## src/hdl/mfd_pkg.sv

```systemverilog
// package for the motor feedback multi-turn decoder
// payload structs, divider control structs, state codes and constants
// no dependencies
`default_nettype none

package mfd_pkg;

    localparam int CprWidth = 17;
    localparam int GearWidth = 8;
    localparam int CfgDataWidth = 17;
    localparam int CfgIndexWidth = 1;
    localparam int DeltaWidth = 19;
    localparam int ProdWidth = 44;
    localparam int DivSteps = ProdWidth / 2;
    localparam int DivCntWidth = $clog2(DivSteps);

    localparam logic [CprWidth-1:0] CprReset = 17'd8192;
    localparam logic [GearWidth-1:0] GearReset = 8'd19;
    localparam logic [ProdWidth-1:0] AngleScale = 44'd2880;

    localparam logic [CfgIndexWidth-1:0] CfgCountsPerRev = 1'b0;
    localparam logic [CfgIndexWidth-1:0] CfgGearRatio = 1'b1;

    typedef struct packed {
        logic [7:0] byte0;
        logic [7:0] byte1;
        logic [7:0] byte2;
        logic [7:0] byte3;
        logic [7:0] byte4;
        logic [7:0] byte5;
        logic [7:0] byte7;
    } mfd_in_t;

    typedef struct packed {
        logic [15:0]        raw_position;
        logic signed [15:0] speed_rpm;
        logic signed [15:0] torque_current;
        logic [7:0]         fault_code;
        logic signed [31:0] position_total;
        logic signed [47:0] angle_q16;
        logic signed [31:0] shaft_speed_q16;
    } mfd_out_t;

    typedef struct packed {
        logic                 start;
        logic [ProdWidth-1:0] dividend;
        logic [GearWidth-1:0] divisor;
    } mfd_div_ctl_t;

    typedef struct packed {
        logic                 done;
        logic [ProdWidth-1:0] quotient;
    } mfd_div_stat_t;

    typedef enum logic [8:0] {
        S_IDLE   = 9'b000000001,
        S_WRAP   = 9'b000000010,
        S_ACCUM  = 9'b000000100,
        S_MUL    = 9'b000001000,
        S_ANG_ST = 9'b000010000,
        S_ANG_WT = 9'b000100000,
        S_SPD_ST = 9'b001000000,
        S_SPD_WT = 9'b010000000,
        S_DONE   = 9'b100000000
    } mfd_state_t;

endpackage

`default_nettype wire

```

## src/hdl/mfd_div.sv

```systemverilog
// shared unsigned serial divider, two quotient bits per cycle
// depends on mfd_pkg
`default_nettype none

module mfd_div
    import mfd_pkg::*;
(
    input  wire logic          clk,
    input  wire logic          rst_n,
    input  wire mfd_div_ctl_t  ctl,
    output mfd_div_stat_t      stat
);

    logic                   busy_reg, busy_next;
    logic                   done_reg, done_next;
    logic [DivCntWidth-1:0] cnt_reg, cnt_next;
    logic [ProdWidth-1:0]   quo_reg, quo_next;
    logic [GearWidth-1:0]   rem_reg, rem_next;
    logic [GearWidth-1:0]   div_reg, div_next;

    logic [ProdWidth-1:0]   q_step;
    logic [GearWidth-1:0]   r_step;
    logic [GearWidth:0]     trial;

    // two restoring steps per cycle
    always_comb
    begin
        q_step = quo_reg;
        r_step = rem_reg;
        trial  = '0;
        for (int i = 0; i < 2; i++)
        begin
            trial  = {r_step, q_step[ProdWidth-1]};
            q_step = {q_step[ProdWidth-2:0], 1'b0};
            if (trial >= {1'b0, div_reg})
            begin
                r_step    = GearWidth'(trial - {1'b0, div_reg});
                q_step[0] = 1'b1;
            end
            else
            begin
                r_step = trial[GearWidth-1:0];
            end
        end
    end

    always_comb
    begin
        busy_next = busy_reg;
        done_next = 1'b0;
        cnt_next  = cnt_reg;
        quo_next  = quo_reg;
        rem_next  = rem_reg;
        div_next  = div_reg;
        if (ctl.start)
        begin
            busy_next = 1'b1;
            cnt_next  = '0;
            quo_next  = ctl.dividend;
            rem_next  = '0;
            div_next  = ctl.divisor;
        end
        else if (busy_reg)
        begin
            quo_next = q_step;
            rem_next = r_step;
            cnt_next = cnt_reg + 1'b1;
            if (cnt_reg == DivCntWidth'(DivSteps - 1))
            begin
                busy_next = 1'b0;
                done_next = 1'b1;
            end
        end
    end

    always_ff @(posedge clk or negedge rst_n)
    begin
        if (!rst_n)
        begin
            busy_reg <= 1'b0;
            done_reg <= 1'b0;
            cnt_reg  <= '0;
        end
        else
        begin
            busy_reg <= busy_next;
            done_reg <= done_next;
            cnt_reg  <= cnt_next;
        end
    end

    always_ff @(posedge clk)
    begin
        quo_reg <= quo_next;
        rem_reg <= rem_next;
        div_reg <= div_next;
    end

    assign stat.done     = done_reg;
    assign stat.quotient = quo_reg;

endmodule

`default_nettype wire

```

## src/hdl/motor_feedback_multiturn_decoder.sv

```systemverilog
// motor feedback decoder: frame unpack, multi-turn unwrap, angle and speed scaling
// one frame at a time: a new frame is taken only once the sequencer is back in idle, after
// the last result is registered; each frame runs two passes of the shared divider
// (two quotient bits per cycle)
// reset: async active low; clears the sequencer, multi-turn state and output valid, and restores the config registers
// depends on mfd_pkg and mfd_div
`default_nettype none

module motor_feedback_multiturn_decoder
    import mfd_pkg::*;
(
    input  wire logic                     clk,
    input  wire logic                     rst_n,
    input  wire logic                     in_valid,
    output logic                          in_ready,
    input  wire mfd_in_t                  in_data,
    output logic                          out_valid,
    input  wire logic                     out_ready,
    output mfd_out_t                      out_data,
    input  wire logic                     cfg_we,
    input  wire logic [CfgIndexWidth-1:0] cfg_index,
    input  wire logic [CfgDataWidth-1:0]  cfg_data
);

    mfd_state_t state_reg, state_next;

    logic [CprWidth-1:0]  cpr_reg;
    logic [GearWidth-1:0] gear_reg;
    logic                 primed_reg, primed_next;
    logic [15:0]          prev_reg, prev_next;
    logic [31:0]          total_reg, total_next;

    logic [15:0]          raw_reg, raw_next;
    logic [15:0]          speed_reg, speed_next;
    logic [15:0]          current_reg, current_next;
    logic [7:0]           fault_reg, fault_next;
    logic signed [DeltaWidth-1:0] delta_reg, delta_next;
    logic [ProdWidth-1:0] prod_reg, prod_next;
    logic [47:0]          angle_reg, angle_next;
    logic [31:0]          shaft_reg, shaft_next;

    logic                 out_valid_reg, out_valid_next;
    mfd_out_t             out_reg, out_next;

    mfd_div_ctl_t         div_ctl;
    mfd_div_stat_t        div_stat;

    logic signed [DeltaWidth-1:0] diff;
    logic signed [DeltaWidth-1:0] half;
    logic signed [DeltaWidth-1:0] nrev;
    logic signed [32:0]           sum;
    logic [GearWidth-1:0]         gear_eff;
    logic [ProdWidth-1:0]         prod_mag;
    logic [15:0]                  speed_mag;
    logic [ProdWidth-1:0]         ang_q;
    logic [31:0]                  spd_q;

    mfd_div u_div (
        .clk   (clk),
        .rst_n (rst_n),
        .ctl   (div_ctl),
        .stat  (div_stat)
    );

    assign gear_eff  = (gear_reg == '0) ? GearWidth'(1) : gear_reg;
    assign diff      = DeltaWidth'(raw_reg) - DeltaWidth'(prev_reg);
    assign half      = DeltaWidth'(cpr_reg >> 1);
    assign nrev      = DeltaWidth'(cpr_reg);
    assign sum       = {total_reg[31], total_reg}
                     + {{(33-DeltaWidth){delta_reg[DeltaWidth-1]}}, delta_reg};
    assign prod_mag  = prod_reg[ProdWidth-1] ? (~prod_reg + 1'b1) : prod_reg;
    assign speed_mag = speed_reg[15] ? (~speed_reg + 1'b1) : speed_reg;
    assign ang_q     = prod_reg[ProdWidth-1] ? (~div_stat.quotient + 1'b1)
                                             : div_stat.quotient;
    assign spd_q     = speed_reg[15] ? (~div_stat.quotient[31:0] + 1'b1)
                                     : div_stat.quotient[31:0];

    always_comb
    begin
        div_ctl.start    = 1'b0;
        div_ctl.divisor  = gear_eff;
        div_ctl.dividend = prod_mag;
        case (state_reg)
            S_ANG_ST:
            begin
                div_ctl.start = 1'b1;
            end
            S_SPD_ST:
            begin
                div_ctl.start    = 1'b1;
                div_ctl.dividend = {12'b0, speed_mag, 16'b0};
            end
            default:
            begin
                div_ctl.start = 1'b0;
            end
        endcase
    end

    always_comb
    begin
        state_next     = state_reg;
        primed_next    = primed_reg;
        prev_next      = prev_reg;
        total_next     = total_reg;
        raw_next       = raw_reg;
        speed_next     = speed_reg;
        current_next   = current_reg;
        fault_next     = fault_reg;
        delta_next     = delta_reg;
        prod_next      = prod_reg;
        angle_next     = angle_reg;
        shaft_next     = shaft_reg;
        out_next       = out_reg;
        out_valid_next = out_valid_reg;
        if (out_valid_reg && out_ready)
        begin
            out_valid_next = 1'b0;
        end
        case (state_reg)
            S_IDLE:
            begin
                if (in_valid)
                begin
                    raw_next     = {in_data.byte0, in_data.byte1};
                    speed_next   = {in_data.byte2, in_data.byte3};
                    current_next = {in_data.byte4, in_data.byte5};
                    fault_next   = in_data.byte7;
                    state_next   = S_WRAP;
                end
            end
            S_WRAP:
            begin
                // wrap the step into plus or minus half a turn
                if (diff > half)
                begin
                    delta_next = diff - nrev;
                end
                else if (diff < -half)
                begin
                    delta_next = diff + nrev;
                end
                else
                begin
                    delta_next = diff;
                end
                state_next = S_ACCUM;
            end
            S_ACCUM:
            begin
                if (!primed_reg)
                begin
                    total_next = '0;
                end
                else if (sum[32] != sum[31])
                begin
                    total_next = sum[32] ? 32'h8000_0000 : 32'h7fff_ffff;
                end
                else
                begin
                    total_next = sum[31:0];
                end
                primed_next = 1'b1;
                prev_next   = raw_reg;
                state_next  = S_MUL;
            end
            S_MUL:
            begin
                prod_next  = {{(ProdWidth-32){total_reg[31]}}, total_reg} * AngleScale;
                state_next = S_ANG_ST;
            end
            S_ANG_ST:
            begin
                state_next = S_ANG_WT;
            end
            S_ANG_WT:
            begin
                if (div_stat.done)
                begin
                    angle_next = {{(48-ProdWidth){ang_q[ProdWidth-1]}}, ang_q};
                    state_next = S_SPD_ST;
                end
            end
            S_SPD_ST:
            begin
                state_next = S_SPD_WT;
            end
            S_SPD_WT:
            begin
                if (div_stat.done)
                begin
                    angle_next = angle_reg;
                    shaft_next = spd_q;
                    state_next = S_DONE;
                end
            end
            S_DONE:
            begin
                if (!out_valid_reg || out_ready)
                begin
                    out_next.raw_position    = raw_reg;
                    out_next.speed_rpm       = speed_reg;
                    out_next.torque_current  = current_reg;
                    out_next.fault_code      = fault_reg;
                    out_next.position_total  = total_reg;
                    out_next.angle_q16       = angle_reg;
                    out_next.shaft_speed_q16 = shaft_reg;
                    out_valid_next           = 1'b1;
                    state_next               = S_IDLE;
                end
            end
            default:
            begin
                state_next = S_IDLE;
            end
        endcase
    end

    always_ff @(posedge clk or negedge rst_n)
    begin
        if (!rst_n)
        begin
            state_reg     <= S_IDLE;
            cpr_reg       <= CprReset;
            gear_reg      <= GearReset;
            primed_reg    <= 1'b0;
            prev_reg      <= '0;
            total_reg     <= '0;
            out_valid_reg <= 1'b0;
        end
        else
        begin
            state_reg     <= state_next;
            primed_reg    <= primed_next;
            prev_reg      <= prev_next;
            total_reg     <= total_next;
            out_valid_reg <= out_valid_next;
            if (cfg_we)
            begin
                case (cfg_index)
                    CfgCountsPerRev: cpr_reg  <= cfg_data[CprWidth-1:0];
                    CfgGearRatio:    gear_reg <= cfg_data[GearWidth-1:0];
                    default:         cpr_reg  <= cpr_reg;
                endcase
            end
        end
    end

    always_ff @(posedge clk)
    begin
        raw_reg     <= raw_next;
        speed_reg   <= speed_next;
        current_reg <= current_next;
        fault_reg   <= fault_next;
        delta_reg   <= delta_next;
        prod_reg    <= prod_next;
        angle_reg   <= angle_next;
        shaft_reg   <= shaft_next;
        out_reg     <= out_next;
    end

    assign in_ready  = (state_reg == S_IDLE);
    assign out_valid = out_valid_reg;
    assign out_data  = out_reg;

endmodule

`default_nettype wire

```

## config.mk

```make
export PLATFORM = sky130hd
export DESIGN_NAME = motor_feedback_multiturn_decoder
export DESIGN_NICKNAME = d
export VERILOG_FILES = /design/src/hdl/mfd_pkg.sv /design/src/hdl/mfd_div.sv /design/src/hdl/motor_feedback_multiturn_decoder.sv
export SDC_FILE = /design/constraint.sdc
export NUM_CORES = 1
export LEC_CHECK = 0
export BUFFER_PORTS_ARGS = -buffer_cell sky130_fd_sc_hd__buf_2
export CORE_ASPECT_RATIO = 1.4
export CORE_MARGIN = 3
export CORE_UTILIZATION = 35
export CTS_BUF_LIST = sky130_fd_sc_hd__clkbuf_8
export DETAILED_ROUTE_END_ITERATION = 6
export PLACE_DENSITY = 0.63
export SLEW_MARGIN = 30
export SYNTH_ARGS = -nofsm -noshare
export SYNTH_HDL_FRONTEND = slang
export SYNTH_SLANG_ARGS = --single-unit
```

## constraint.sdc

```tcl
create_clock -name clk -period 25.2 [get_ports clk]
set_clock_uncertainty 0.2 [all_clocks]
set_input_delay 1.26 -clock clk [delete_from_list [all_inputs] [get_ports clk]]
set_output_delay 1.26 -clock clk [all_outputs]
set_load 0.005 [all_outputs]
```

==> summary.md, run 1 <==
| Metric | Value |
|---|---|
| F_max | `between 150 and 200 MHz` |
| Router iterations before antenna repair | `7` |
| Share of cells above drive strength 1 | `0.157` |
| Max Cap Viol | `0` |
| Share of power burned in registers | `0.279` |
| Worst EP required | `roughly 25 ns` |
| RR Startpoint | `raw_reg[5]` |
| Peak VDD IR | `0.0685 mV` |
| Rel. slew slack | `0.312` |
| Crit-path max FO | `31` |
| Global-route wire length before repair | `~110000 um` |
| Clock Tree Buf Depth | `3` |
| Total track usage | `0.168` |
| CTS tree | `built` |
| Post-CTS setup buffers | `0` |
| Top FF cell, synth | `edfxtp_1` |
| Final hold vios | `0` |
| Synth Area in XOR/XNOR | `0.0662` |
| Cell variety after synth | `83` |
| Leakage | `0.0136 uW` |
| PD cells | `139 nW/um^2` |
| Largest net degree at the start of global routing | `82` |
| Hold endpoint | `out_data[16]` |
| RR Endpoint | `delta_reg[8]` |
| Clk pwr share | `0.156` |
| DP Cell Count | `3800` |
| Worst hold start | `shaft_reg[16]` |
| Mapped Area | `approximately 29000 sq um` |
| ANT nets after route | `0` |
| Switching Share | `0.436` |
| Internal power | `roughly 2600 uW` |
| Grt ovf | `0` |
| Seq cells post-synth | `approximately 500` |
| Combinational share of power | `0.565` |
| Final std cells w/o fill | `3954` |
| Tcrit/Tclk final | `0.237` |
| Number of flip-flops in the largest register | `around 160` |
| Data arrival, critical path | `between 6 and 7 ns` |
| Post-synth EDFFs | `~400` |
| Layout Nets | `3178` |
| Initial antenna violation count | `3` |
| Routed WL | `approximately 73000 um` |
| Crit start category | `flop` |
| Outcome | `finished, final reports clean` |
| Fraction of the mapped netlist area in adder cells | `0.138` |
| Full die area | `~86000 sq um` |
| Min-delay worst type | `reg2reg` |
| Average size of a mapped cell | `11.4 sq um` |
| Placer Congestion | `slightly above 0.9` |
| Largest family of logic cells by synthesized area | `adder cells` |
| Syn_nets | `between 2000 and 3000` |
| Least-Margin Pin Slew | `slightly above 1 ns` |
| Port-buffer cells | `roughly 250` |
| Hold_buf cts | `0` |
| Vias | `20000` |
| Vias per inst | `5.06` |
| CTS buffer count | `a little over 80` |
| Critical Setup Path Class | `reg2reg` |
| Worst Setup SP | `raw_reg[5]` |
| Nature of the critical path endpoint | `flop` |
| Post-CTS sizing | `0` |
| R2r setup slk | `19.24 ns` |
| WL/cell | `18.5 um` |
| Synth Instances | `about 2500` |
| Final Critical Period | `5.96 ns` |
| Area growth, synth to finish | `14.5%` |
| RSZ-0062 raised after global routing | `false` |
| Chip height | `approximately 350 um` |
| Proportion of synthesized area in mux cells | `0.00712` |
| Core area | `slightly above 80000 sq um` |
| Post-synthesis compound-gate area fraction | `0.132` |
| Root Buffer | `clkbuf_8` |
| I/O Pins | `249` |
| HPWL after DPL | `between 50000 and 60000 um` |
| Drc violations | `0` |
| H-tree depth | `3` |
| Final hold slack | `a little under 0.2 ns` |
| Chip width | `249 um` |
| Rows | `123` |
| Skew-Pair Late Insertion Delay | `about 0.69 ns` |
| Most frequent cells in the layout | `edfxtp_1, inv_1, buf_2, nand2_1, ha_1` |
| Clock sinks | `just over 500` |
| Slew Viols, Final | `0` |
| Number of global-route vias before repair | `approximately 20000` |
| Final setup violation count | `0` |
| FFs w/ async S/R, synth | `0.181` |
| Warnings, synthesis | `0` |
| Setup total negative slack | `0 ns` |
| Initial drt markers | `~1100` |
| Hold path depth | `0` |
| Most common cell after layout, fill and taps aside | `edfxtp_1` |
| Starting Density | `0.356` |
| P_sw | `2000 uW` |
| Clk slew on worst S/H paths | `~0.060 ns` |
| R2R depth | `19` |
| Seq/Total Area, Yosys | `0.506` |
| Synth Area in Simple Gates | `0.108` |
kinds of logic after synthesis:
| group | after synthesis |
|---|---|
| AO/OA/AOI/OAI | 566 |
| XOR/XNOR | 218 |
| adder cells (fa/ha/maj) | 277 |
| buffers and inverters | 321 |
| flip-flops | 504 |
| multiplexers | 19 |
| AND/OR/NAND/NOR | 633 |
cell usage after synthesis (6+ instances only):
cell type  count  area share
a211o_1        8      0.0024
a211oi_1      14      0.0036
a21o_1        46       0.012
a21oi_1      100       0.017
a221o_1       36       0.012
a221oi_1       8      0.0024
a2bb2oi_1      6      0.0018
a31oi_1       17      0.0037
and2_1        10      0.0022
and3_1        15      0.0033
and4_1         8      0.0024
buf_1          8      0.0010
clkbuf_1      65      0.0085
dfrtp_1       86       0.075
dfxtp_1        8      0.0056
edfxtp_1     405        0.42
fa_1          68       0.047
ha_1         209       0.091
inv_1        243       0.032
mux2_2        12      0.0047
mux2i_1        7      0.0024
nand2_1      234       0.030
nand2b_1      30      0.0065
nand3_1       40      0.0069
nand3b_1       9      0.0023
nand4_1       19      0.0041
nor2_1       107       0.014
nor2b_1       19      0.0041
nor3_1        38      0.0066
nor3b_1       10      0.0026
nor4_1        18      0.0039
o211ai_1      19      0.0049
o21a_1        17      0.0044
o21ai_0      164       0.028
o21bai_1      15      0.0039
o31ai_1       29      0.0075
o41ai_1       11      0.0033
or2_2         15      0.0033
or3_1         36      0.0078
or4_1          6      0.0016
xnor2_1      155       0.047
xor2_1        63       0.019
stage by stage:
step | setup slack (ns) | cell area (sq um) | total power (uW) | util
after floorplan | 15.04 | 28800 | 3220 | -
after global placement | 19.46 | 31400 | 3850 | 0.388
after detailed placement | 19.37 | 31400 | 3880 | 0.388
after CTS | 19.33 | 33000 | 4620 | 0.408
after global routing | 18.84 | 33000 | 5010 | 0.408
final | 19.24 | 33000 | 4590 | 0.408
power by group through the flow:
| stage | combinational, uW | sequential [uW] | clock (uW) |
|---|---|---|---|
| after floorplan | 2000 | 1220 | 0 |
| after global placement | 2560 | 1290 | 0 |
| after detailed placement | 2580 | 1300 | 0 |
| after CTS | 2590 | 1280 | 744 |
| after global routing | 2930 | 1290 | 781 |
| final | 2590 | 1280 | 718 |
worst max-delay path by stage:
stage / endpoint
final: delta_reg[8]
after global routing: delta_reg[8]
after CTS: delta_reg[8]
after detailed placement: delta_reg[8]
after global placement: delta_reg[8]
after floorplan: out_data[0]
critical path, cell delays in order (launching register included):
cell,delay (ns)
edfxtp_1,0.42
ha_1,0.35
o21ai_0,0.14
a2111oi_1,0.61
a21oi_1,0.17
a22oi_1,0.31
o41ai_1,0.12
a2111oi_0,0.76
inv_1,0.26
ha_1,0.27
a2111oi_0,0.38
nand2_1,0.11
a2111oi_0,0.38
nor2_1,0.13
o211a_1,0.13
buf_4,0.23
a21oi_1,0.17
buf_4,0.26
a221oi_1,0.12
o22a_1,0.19
routing by layer:
layer  GRT usage  share of wire
met2       0.314           0.53
met3      0.0281          0.048
met4      0.0844          0.049
met5           0        0.00018
met1       0.181           0.37
final cells by class:
cell class | instances | area [sq um]
inverters | 243 | 912
clock inverters | 70 | 503
clock buffers | 83 | 1140
fillers | 7871 | 47900
multi-input cells | 1713 | 13100
well taps | 1062 | 1330
repair buffers | 278 | 1470
diodes | 1 | 2.50
flip-flops and latches | 504 | 14600
(Power assumes the default switching activity.)
==> run 2: changes to the inputs <==
- clock period: 25.2 -> 5.5 ns (I/O delays scaled with it)
==> summary.md, run 2 (synthesized netlist as in run 1, its figures left out) <==
| Metric | Value |
|---|---|
| Grt ovf | `0` |
| Failing checks | `design-rule violations` |
| Final std cells w/o fill | `roughly 4100` |
| Crit-path max FO | `9` |
| RR Endpoint | `delta_reg[10]` |
| Nature of the critical path endpoint | `flop` |
| M1 GR Usage | `0.186` |
| Placer Congestion | `approximately 0.90` |
| WL/cell | `~18 um` |
| Leakage | `between 0.01 and 0.015 uW` |
| Clk slew on worst S/H paths | `around 0.06 ns` |
| Root Buffer | `clkbuf_8` |
| Most common cell after layout, fill and taps aside | `edfxtp_1` |
| Number of global-route vias before repair | `slightly above 20000` |
| Final hold vios | `0` |
| RR Startpoint | `raw_reg[5]` |
| GR peak layer | `met2` |
| Critical Setup Path Class | `reg2reg` |
| Slew Viols, Final | `0` |
| Initial drt markers | `approximately 1000` |
| Core area | `~80000 sq um` |
| Worst hold start | `in_data[28]` |
| Skew-Pair Late Insertion Delay | `roughly 0.7 ns` |
| HPWL after DPL | `55900 um` |
| I/O Pins | `~250` |
| Min-delay worst type | `in2reg` |
| Starting Density | `0.356` |
| DP Cell Count | `3820` |
| Global-route wire length before repair | `115000 um` |
| Final setup violation count | `0` |
| Worst Setup SP | `raw_reg[5]` |
| Routed WL | `between 70000 and 80000 um` |
| Port-buffer cells | `about 250` |
| Data arrival, critical path | `between 5 and 6 ns` |
| Hold path depth | `2` |
| Largest net degree at the start of global routing | `just over 80` |
| Tcrit/Tclk final | `0.934` |
| Final Critical Period | `about 5.1 ns` |
| Initial antenna violation count | `2` |
| Design area | `between 30000 and 40000 sq um` |
| Total track usage | `0.169` |
| Hold endpoint | `speed_reg[4]` |
| Least-Margin Pin Slew | `approximately 0.94 ns` |
| Outcome | `finished, violations left` |
| Full die area | `85900 sq um` |
| Share of cells above drive strength 1 | `0.160` |
| CTS buffer count | `between 80 and 90` |
| Number of flip-flops in the largest register | `164` |
| Rel. slew slack | `0.366` |
| PD cells | `between 600 and 700 nW/um^2` |
| Area growth, synth to finish | `19.5%` |
| H-tree depth | `3` |
| Rows | `123` |
| Crit start category | `flop` |
| Vias per inst | `5.05` |
| Clock sinks | `slightly above 500` |
| R2r setup slk | `between 0.3 and 0.4 ns` |
| Max Cap Viol | `0` |
| Clock Tree Buf Depth | `3` |
| Most frequent cells in the layout | `edfxtp_1, inv_1, buf_2, nand2_1, ha_1` |
| Chip width | `about 250 um` |
| Layout Nets | `between 3000 and 4000` |
| Vias | `about 21000` |
| Global routing usage on met2 | `0.314` |
| Worst EP required | `between 5 and 6 ns` |
| F_max | `between 150 and 200 MHz` |
| Post-Place Cell Area | `between 30000 and 40000 sq um` |
| R2R depth | `20` |
| Router iterations before antenna repair | `7` |
| ANT nets after route | `0` |
| Fill count | `7715` |
| Peak VDD IR | `0.587 mV` |
| Drc violations | `2` |
| Chip height | `approximately 350 um` |
| GR Util met3 | `0.0271` |
| CTS tree | `built` |
==> run 2: cell types whose count changed in the layout (fill, tap and decap cells not counted), moves of 3 or more <==
cell,previous run,this run
buf_4,31,47
inv_1,262,271
clkinv_1,21,9
clkbuf_8,83,88
clkinvlp_4,6,1
o21ai_0,164,161
dlygate4sd3_1,0,112
buf_12,0,4
==> run 2: through the flow <==
step	util	setup TNS (ns)	total power, uW	setup WS, ns	hold slack [ns]
3_5_place_dp	0.390	0	17900	0.0421	0.0988
3_3_place_gp	0.390	0	17800	0.151	0.0923
2_1_floorplan	-	0	14700	0.568	-0.221
5_1_grt	0.426	-0.0272	23400	-0.0272	0.0497
4_1_cts	0.425	0	21500	0.0252	0.00232
6_report	0.426	0	21400	0.365	0.0907
==> run 2: where the power goes <==
group / internal [uW] / switching, uW
sequential: 5210 / 622
clock: 1780 / 1570
combinational: 5180 / 7030
total: 12200 / 9220
==> run 2: timing repair <==
item / 4_1_cts / 5_1_grt
hold buffers: 113 / 0
resized for setup: 0 / 14
buffers inserted: 0 / 0
setup endpoints to repair: 0 / 25
hold endpoints to repair: 134 / 0
==> run 2: layout make-up <==
type	instances	area, sq um	share of cell area
timing repair buffer	411	2820	0.0818
clock buffer	88	1210	0.0352
inverter	243	912	0.0265
sequential	504	14600	0.424
clock inverter	64	464	0.0135
tap	1062	1330	0.0386
antenna	1	2.50	0.0000726
multi-input combinational	1713	13100	0.381
==> run 2: metal layers <==
metal  share of wire  vias to the layer above
met4           0.049                        0
met1            0.38                     9886
met5               0                        -
met3           0.042                      181
met2            0.53                      519
li1                -                    10100
==> run 2: worst max-delay path: stages (launching register included) <==
cell and delay [ns]:
edfxtp_1 0.42, ha_1 0.34, o21ai_0 0.44, a2111oi_4 0.18, a21oi_2 0.21, a22oi_2 0.11
nand4_1 0.12, o41ai_1 0.07, a2111oi_1 0.38, buf_4 0.20, inv_1 0.10, ha_1 0.29
and4_1 0.23, nand2_1 0.08, nor2_1 0.11, mux2i_1 0.10, a211o_1 0.34, and2_0 0.28
buf_4 0.23, o311ai_0 0.35, a2bb2oi_1 0.11
==> run 2: worst max path at each step <==
| stage | end | cells after the start | slack [ns] |
|---|---|---|---|
| after floorplan | delta_reg[8] | 18 | 0.57 |
| after global placement | delta_reg[3] | 18 | 0.15 |
| after detailed placement | delta_reg[3] | 18 | 0.04 |
| after CTS | delta_reg[3] | 18 | 0.03 |
| after global routing | u_div.rem_reg[0] | 22 | -0.03 |
| final | delta_reg[10] | 20 | 0.37 |
==> run 3: changes to the inputs <==
- ABC_AREA: default -> 1
- PLACE_DENSITY: 0.63 -> 0.62
==> summary.md, run 3 <==
| Metric | Value |
|---|---|
| Chip width | `between 200 and 300 um` |
| Drc violations | `0` |
| Most frequent cell after synthesis | `nand2_1` |
| Average size of a mapped cell | `approximately 9.5 sq um` |
| Clk slew on worst S/H paths | `about 0.060 ns` |
| Seq/Total Area, Yosys | `0.483` |
| WL/cell | `between 15 and 20 um` |
| Setup total negative slack | `0 ns` |
| Skew-Pair Late Insertion Delay | `between 0.6 and 0.7 ns` |
| Post-synth EDFFs | `between 400 and 500` |
| Most frequent cells in the layout | `nand2_1, inv_1, edfxtp_1, buf_2, nor2_1` |
| Final hold vios | `0` |
| Initial antenna violation count | `3` |
| F_max | `213 MHz` |
| CTS buffer count | `roughly 90` |
| Number of global-route vias before repair | `~24000` |
| Seq cells post-synth | `roughly 500` |
| Data arrival, critical path | `a little under 5 ns` |
| Clock Tree Buf Depth | `3` |
| Full die area | `around 90000 sq um` |
| Starting Density | `0.356` |
| Post-CTS setup buffers | `0` |
| Synth Instances | `roughly 3200` |
| Synth top area cells | `edfxtp_1, ha_1, nand2_1` |
| Final design utilization | `0.421` |
| Least-Margin Pin Slew | `a little over 0.9 ns` |
| RSZ-0062 raised after global routing | `false` |
| Port-buffer cells | `about 250` |
| Max Cap Viol | `0` |
| I/O Pins | `between 200 and 250` |
| Design area | `35700 sq um` |
| Slew Viols, Final | `0` |
| Routed WL | `about 82000 um` |
| Min-delay worst type | `in2reg` |
| Vias per inst | `approximately 4.9` |
| Crit start category | `flop` |
| Warnings, synthesis | `0` |
| Core area | `85000 sq um` |
| Final Critical Period | `~4.7 ns` |
| Placer Congestion | `0.981` |
| Crit-path max FO | `15` |
| Layout Nets | `between 3000 and 4000` |
| Rows | `~130` |
| Root Buffer | `clkbuf_8` |
| HPWL after DPL | `approximately 64000 um` |
| Tcrit/Tclk final | `0.855` |
| FFs w/ async S/R, synth | `0.181` |
| Grt ovf | `0` |
| Synth top area share | `0.402` |
| Critical Setup Path Class | `reg2reg` |
| Mapped Area | `30300 sq um` |
| Total track usage | `0.183` |
| Chip height | `about 350 um` |
| Worst EP required | `5.73 ns` |
| Number of flip-flops in the largest register | `roughly 160` |
| Post-synth top cells | `nand2_1, inv_1, edfxtp_1, nor2_1, o21ai_0` |
| Top Metal Used | `met5` |
| H-tree depth | `3` |
| DP Cell Count | `around 4500` |
| Nature of the critical path endpoint | `flop` |
| Met2 WL | `approximately 44000 um` |
| Area leader, netlist | `edfxtp_1` |
| Clock sinks | `between 500 and 600` |
| CTS tree | `built` |
| Router iterations before antenna repair | `5` |
| Most common cell after layout, fill and taps aside | `nand2_1` |
| Final setup violation count | `0` |
| Syn_nets | `3531` |
| Share of cells above drive strength 1 | `0.136` |
| Initial drt markers | `about 1400` |
| Global-route wire length before repair | `around 130000 um` |
| Rel. slew slack | `0.382` |
| M1 wire length | `~31000 um` |
| Vias | `approximately 23000` |
| Outcome | `finished, final reports clean` |
| Final std cells w/o fill | `about 4700` |
| Largest net degree at the start of global routing | `approximately 110` |
| Cell variety after synth | `67` |
| Met3 routed WL | `just over 3000 um` |
| Top FF cell, synth | `edfxtp_1` |
| ANT nets after route | `0` |
| Area growth, synth to finish | `18.2%` |
| Post-Place Cell Area | `about 33000 sq um` |
-- run 3: changes by cell type after synthesis, sizes merged, moves of 89 or more --
| cell | before | now |
|---|---|---|
| inv | 243 | 468 |
| nand2 | 234 | 598 |
| nand3 | 40 | 144 |
| nor2 | 107 | 241 |
| xnor2 | 155 | 31 |
| xor2 | 63 | 152 |
-- run 3: final timing paths --
kind	from	endpoint	slack, ns	cells after the start
max	raw_reg[2]	delta_reg[0]	0.80	19
min in group asynchronous	rst_n	cpr_reg[13]	0.45	3
min reg2reg	angle_reg[24]	out_data[56]	0.21	0
max in group asynchronous	rst_n	state_reg[7]	3.84	4
max reg2reg	raw_reg[2]	delta_reg[0]	0.80	19
min	in_data[54]	raw_reg[14]	0.10	2
-- run 3: repair_timing --
action                                 in CTS  in global routing
hold buffers                              100                  0
endpoints found under the hold margin     148                  0
gates resized for setup                     0                  0
-- run 3: worst max-delay path: stages, from the launching register on --
cell and delay [ns]:
edfxtp_1 0.41, ha_1 0.37, a21oi_1 0.20, o21ai_0 0.17, nand2_1 0.09, nand2_1 0.08
a21boi_0 0.27, o21ai_0 0.17, nand3_1 0.10, nand2_1 0.08, xnor2_1 0.25, inv_1 0.21
ha_1 0.31, nand2_1 0.10, nor4_1 0.39, a31oi_1 0.14, nand2_1 0.40, inv_2 0.24
nor2_1 0.17, o21ai_1 0.07
-- run 3: routing by layer --
layer	vias up	GRT usage
met2	582	0.350
li1	11500	-
met3	195	0.0284
met1	10700	0.190
met4	2	0.0910
met5	-	0
-- run 3: metrics by stage --
stage	setup WS, ns	hold WS, ns
global placement	0.843	0.0862
floorplan	1.12	-0.221
global route	0.377	0.0581
detailed placement	0.802	0.0924
finish	0.800	0.100
CTS	0.788	0.0116
-- run 3: layout make-up --
cell class                 instances  area (sq um)
clock buffer                      90          1240
fill                            8272         49200
clock inverter                    75           657
sequential                       504         14600
multi-input combinational       2123         13600
inverter                         470          1760
tap                             1088          1360
antenna                            2          5.00
timing repair buffer             382          2540
-- run 3: logic make-up after synthesis --
group / count (synthesis) / synth area share
simple gates: 1100 / 0.158
compound gates: 563 / 0.105
buf+inv: 548 / 0.0700
flops: 504 / 0.483
fa+ha+maj: 277 / 0.131
xor+xnor: 183 / 0.0532
Power of run 3 is left out: the tool's default activity adds up to more than one toggle a clock period on the data nets, which glitch-free logic cannot reach.
